==> config.mk <==
export PLATFORM = sky130hd
export DESIGN_NAME = hrhbp_merge
export DESIGN_NICKNAME = d
export VERILOG_FILES = /design/src/design/hrhbp_pkg.sv /design/src/design/hrhbp_merge.sv
export SDC_FILE = /design/constraint.sdc
export NUM_CORES = 2
export LEC_CHECK = 0
export ABC_CLOCK_PERIOD_IN_PS = 10000
export BUFFER_PORTS_ARGS = -buffer_cell sky130_fd_sc_hd__buf_4
export CAP_MARGIN = 40
export CORE_MARGIN = 2
export CORE_UTILIZATION = 40
export CTS_CLUSTER_SIZE = 30
export DETAILED_ROUTE_END_ITERATION = 6
export HOLD_SLACK_MARGIN = 0.1
export PLACE_DENSITY = 0.53
export SYNTH_ARGS = -nofsm -noshare
export SYNTH_HDL_FRONTEND = slang
export SYNTH_SLANG_ARGS = --single-unit
==> constraint.sdc <==
create_clock -name i_clk -period 10 [get_ports i_clk]
set_clock_uncertainty 0.1 [all_clocks]
set_input_delay 1.5 -clock i_clk [delete_from_list [all_inputs] [get_ports i_clk]]
set_output_delay 1.5 -clock i_clk [all_outputs]
set_load 0.05 [all_outputs]
==> src/design/hrhbp_pkg.sv <==
package hrhbp_pkg;

    typedef enum logic [1:0] {
        CMD_CLEAR    = 2'd0,
        CMD_ACCUM    = 2'd1,
        CMD_FINALIZE = 2'd2,
        CMD_PROJECT  = 2'd3
    } t_cmd;

    typedef enum logic [2:0] {
        ST_IDLE,
        ST_CLEAR,
        ST_ACC,
        ST_FIN,
        ST_PROJ,
        ST_OUT
    } t_state;

    localparam int NUM_CH   = 3;
    localparam int WEAK_DIV = 150;
    localparam int CAP_INT  = 100;
    localparam int PROJ_MAX = 255;

endpackage

==> src/design/hrhbp_merge.sv <==
module hrhbp_merge import hrhbp_pkg::*; #(
    parameter int FRAC_BITS = 8
) (
    input  logic                 i_clk,
    input  logic                 i_step,
    input  logic [FRAC_BITS+6:0] i_r0,
    input  logic [FRAC_BITS+6:0] i_r1,
    input  logic [FRAC_BITS+6:0] i_r2,
    output logic [7:0]           o_proj
);
    localparam int RW = FRAC_BITS + 7;
    localparam int PW = 2 * RW;
    localparam int TW = 3 * RW;

    logic [PW-1:0] r_p;
    logic [RW-1:0] r_r2;
    logic [TW-1:0] w_t;
    logic [TW-3*FRAC_BITS-1:0] w_int;

    always_ff @(posedge i_clk) begin
        if (i_step) begin
            r_p  <= i_r0 * i_r1;
            r_r2 <= i_r2;
        end
    end

    assign w_t   = TW'(r_p) * TW'(r_r2);
    assign w_int = w_t[TW-1:3*FRAC_BITS];
    assign o_proj = (w_int > (TW-3*FRAC_BITS)'(PROJ_MAX)) ? 8'(PROJ_MAX) : w_int[7:0];
endmodule

After elaboration in Yosys (flattened, before gate mapping). Index checks and enable logic that the tools add are counted.

Register bits: 45. Latch bits: 0. Memory bits (writable): 0. ROM bits: 0. Bits of input ports: 47. Output and inout bits: 8. Logic and storage cells: 6. Memories: 0.

Add/subtract/negate cells: 0. Multipliers: 2. Divide/modulo/power cells: 0. $lt $le $gt $ge: 1. Equality and inequality tests: 0. Shift operators: 0. Multiplexer cells: 1. Bitwise logic cells: 0. Reductions and logical operators: 0.

Operators with widths (count): $mul 30x15->45 (1); $mul 15x15->30 (1); $gt 21x8->1 const B (1); $mux 8 (1).

Logic depth before layout (Yosys ltp).
Depth in word-level cells: 3. Gate-level depth with buffers: 26. Mapped depth without buffers: 23.

Worst setup path before layout. Ideal clock, no wire load.

Path kind: register -> output. From: register r_r2[0]. To: output o_proj[6]. Arrival time: 6620 ps. Required time: 8400 ps. Slack: 1780 ps. Stages on the path, launching flop included: 25. Path buffers: 4. Cell sequence: edfxtp_1 > clkbuf_1 > clkbuf_1 > nand2_1 > fa_1 > inv_1 > fa_1 > fa_1 > inv_1 > fa_1 > fa_1 > inv_1 > fa_1 > ha_1 > buf_2 > a21oi_2 > o21ai_1 > a211o_1 > a32oi_1 > o21ai_1 > or4_1 > nor4_1 > and4_1 > buf_6 > nand4_1.

Cells in the longest elaborated chain, start to end: 3.

RTL lines: from (decl) (RTL line hrhbp_merge.sv:16) `logic [RW-1:0] r_r2;`; from (signal assigned) (RTL line hrhbp_merge.sv:23) `r_r2 <= i_r2;`; $mul 30x15->45 (*) (RTL line hrhbp_merge.sv:27) `assign w_t = TW'(r_p) * TW'(r_r2);`; $gt 21x8->1 (RTL line hrhbp_merge.sv:29) `assign o_proj = (w_int > (TW-3*FRAC_BITS)'(PROJ_MAX)) ? 8'(PROJ_MAX) : w_int[7:0];`; $mux 8 (*) (RTL line hrhbp_merge.sv:29); to (decl) (RTL line hrhbp_merge.sv:9) `output logic [7:0] o_proj`.

Every way passes the cells marked *; elsewhere a longest branch is shown, timed or not.

Worst setup path after layout.
From: register r_r2[12]. To: output o_proj[0].

Same word-level chain as after synthesis.

==> results.cfg <==
[yosys]
synth.most_common_cell = inv_1
synth_nets = 3311
synth_seq_cells = 45
synth_area_leaders = fa_1 46%, ha_1 11%, inv_1 8.9%
yosys.area.top_type = fa_1
avgSynthCellArea_sq_um = 9.00
yosysUniqueCellTypes = 63
yosys-top-cells-count = 542 x inv_1, 528 x fa_1, 412 x nand2_1
synth_async_sr_flop_share_pct = 0
yosys_warnings = 0
syn_inst = 2536
yosysSeqAreaShare_pct = 5.92
synth-edff-count = 45
synth_area_sq_um = 22800
netlist.area_leader.share_pct = 46.3
synth_ff_type = edfxtp_1

[floorplanning]
die-height_um = 243
core.rowCount = 87
start_util_pct = 40.5
core_area_sq_um = 56400
die_w_um = 243
dieArea_sq_um = 59000
pin_count = 55

[worst_setup_path]
crit_fanout = 16
crit_top_cell = fa_1
critPathTopFamily = adder cells
crit_start = r_r2[12]$_DFFE_PP_
cp_slowest_stage_delay_ps = 810
slowest_stage = edfxtp_1
crit_path_end_kind = output pin
crit_arrival_ps = 7760
critPathLaunchType = flop
worstPathRequired_ps = 8400
cp_cell_sequence = buf_4 -> nand2_1 -> fa_1 -> fa_1 -> inv_1 -> fa_1 -> fa_1 -> fa_1 -> inv_1 -> fa_1 -> inv_1 -> ha_1 -> a21oi_1 -> o21ai_1 -> a311oi_1 -> nand3_1 -> a211oi_1 -> o311ai_0 -> nor4_1 -> and4_1 -> nand4_1 -> buf_4
cp_num_cells = 22
critPathBufInv = 5
crit_end = o_proj[0]
crit_type = flop to output pin

[global_route]
grt_use_total_pct = 19.8
grt_first_pass_wirelength_um = 95500
first_global_vias = 18900
grt_max_degree = 46
grt.overflow.total = 0
antenna_found_initial = 3
gr-usage-met1_pct = 26.2
use_met2_pct = 35.4
busiest_layer = met2
met3_usage_pct = 1.96

[place]
dp_hpwl_um = 46300
post-place-cells = 3250
place.gp.congestion = 0.818
io_buffers = 54

[detailed_routing]
ant_nets = 0
wl_um = 54200
vias_per_cell = 5.04
drt-pass1-iter-count = 5
dr_total_vias = 16400
drc = 0
drt_iter0_drc = 784
drt-wirelength-per-cell_um = 16.6

[cells_and_area]
multi_input_area_sq_um = 19000
drive_above_1_share_pct = 3.80
fin_cells = 3261
nFillCells = 5629
postLayoutCoreUtil_pct = 42.9
nets = 3276
regArea_sq_um = 1350
area_delta_synth_final_pct = 6.08

[clocking]
cts_tree = yes
clockBufferDepth = 2
post_cts_resized = 0
htreeDepth = 2
cts.sinks = 45
numCtsBuffers = 5
cts_root_buf = clkbuf_16
hold_buffers = 0
post_cts_buffers = 0
clkTransAtPathRegs_ps = 80

[timing]
rsz0062_at_grt = no
period_minus_slack_ps = 9360
tns_ps = 0
finalCritPeriodShare_pct = 93.6
hold_violations = 0
tightest_slew_ps = 894
fmax_mhz = 107
setup_viol = 0
slew_headroom_pct = 39.9
maxSlewViolCount = 0

[job]
cap_violations = 0

[run_status]
status = completed

[worst_hold_path]
min_path_type = primary input to flop
-- flip-flops by register name, summed over array words and instances (netlist names) --
register / count
r_p: 30
r_r2: 15
-- per-stage QoR --
stage	setup WS (ps)	instance area (sq um)	hold slack, ps
2_1_floorplan	1780	22800	1500
4_1_cts	679	24200	1250
3_3_place_gp	950	23800	1580
3_5_place_dp	1080	24100	1580
6_report	643	24200	1260
5_1_grt	176	24200	1250
-- cells by family (layout without fill, tap and decap cells) --
logic type                 count (synthesis)  count (layout)  synth area share, %
and+or+nand+nor                          869             869                 18.7
adders and majority gates                728             728                 57.3
buffers and inverters                    662             628                 11.0
AOI/OAI and AO/OA                        195             195                 5.66
DFF                                       45              45                 5.92
xor gates and xnor gates                  37              37                 1.42
other                                      0               3                    0
-- per-layer routing --
layer  wire [um]  share of wire [%]
met3        2000                3.7
met2       27300                 50
met4        1030                1.9
met1       23900                 44
met5           0                  0
-- layout make-up --
cell class | count | area share (%)
clock inverters | 2 | 0.0620
well taps | 756 | 3.91
repair buffers | 78 | 3.18
clock buffers | 6 | 0.532
multi-input cells | 1829 | 78.3
inverters | 542 | 8.40
diodes | 3 | 0.0310
flip-flops and latches | 45 | 5.58
-- cells in the final DEF, fill, tap and decap left out, drive strengths merged, types with 4 or more instances in the layout --
cell type    n
nor2b        5
a211o        5
a21oi       59
a211oi      11
nor3        13
clkbuf       6
o211ai       5
and4         6
fa         528
edfxtp      45
a311oi       9
nand4       21
nor2        53
and2       314
a31o         4
xor2        11
or3          5
xnor2       26
ha         200
inv        542
a21o        22
o21a        11
and3         7
nand2      412
o21ai       35
nand3       21
buf         78
-- worst min path at each step --
| stage | start | to | slack [ps] | cells after the start |
|---|---|---|---|---|
| after global placement | i_r2[12] | r_r2[12]$_DFFE_PP_ | 1580 | 1 |
| after global routing | i_r2[14] | r_r2[14]$_DFFE_PP_ | 1250 | 1 |
| after detailed placement | i_r2[11] | r_r2[11]$_DFFE_PP_ | 1580 | 1 |
| final | i_r2[14] | r_r2[14]$_DFFE_PP_ | 1260 | 1 |
| after CTS | i_r2[13] | r_r2[13]$_DFFE_PP_ | 1250 | 1 |
| after floorplan | i_r2[0] | r_r2[0]$_DFFE_PP_ | 1500 | 0 |
Power is not shown: default switching activity piles up to over one toggle a cycle in this logic, so the estimate is an artifact.
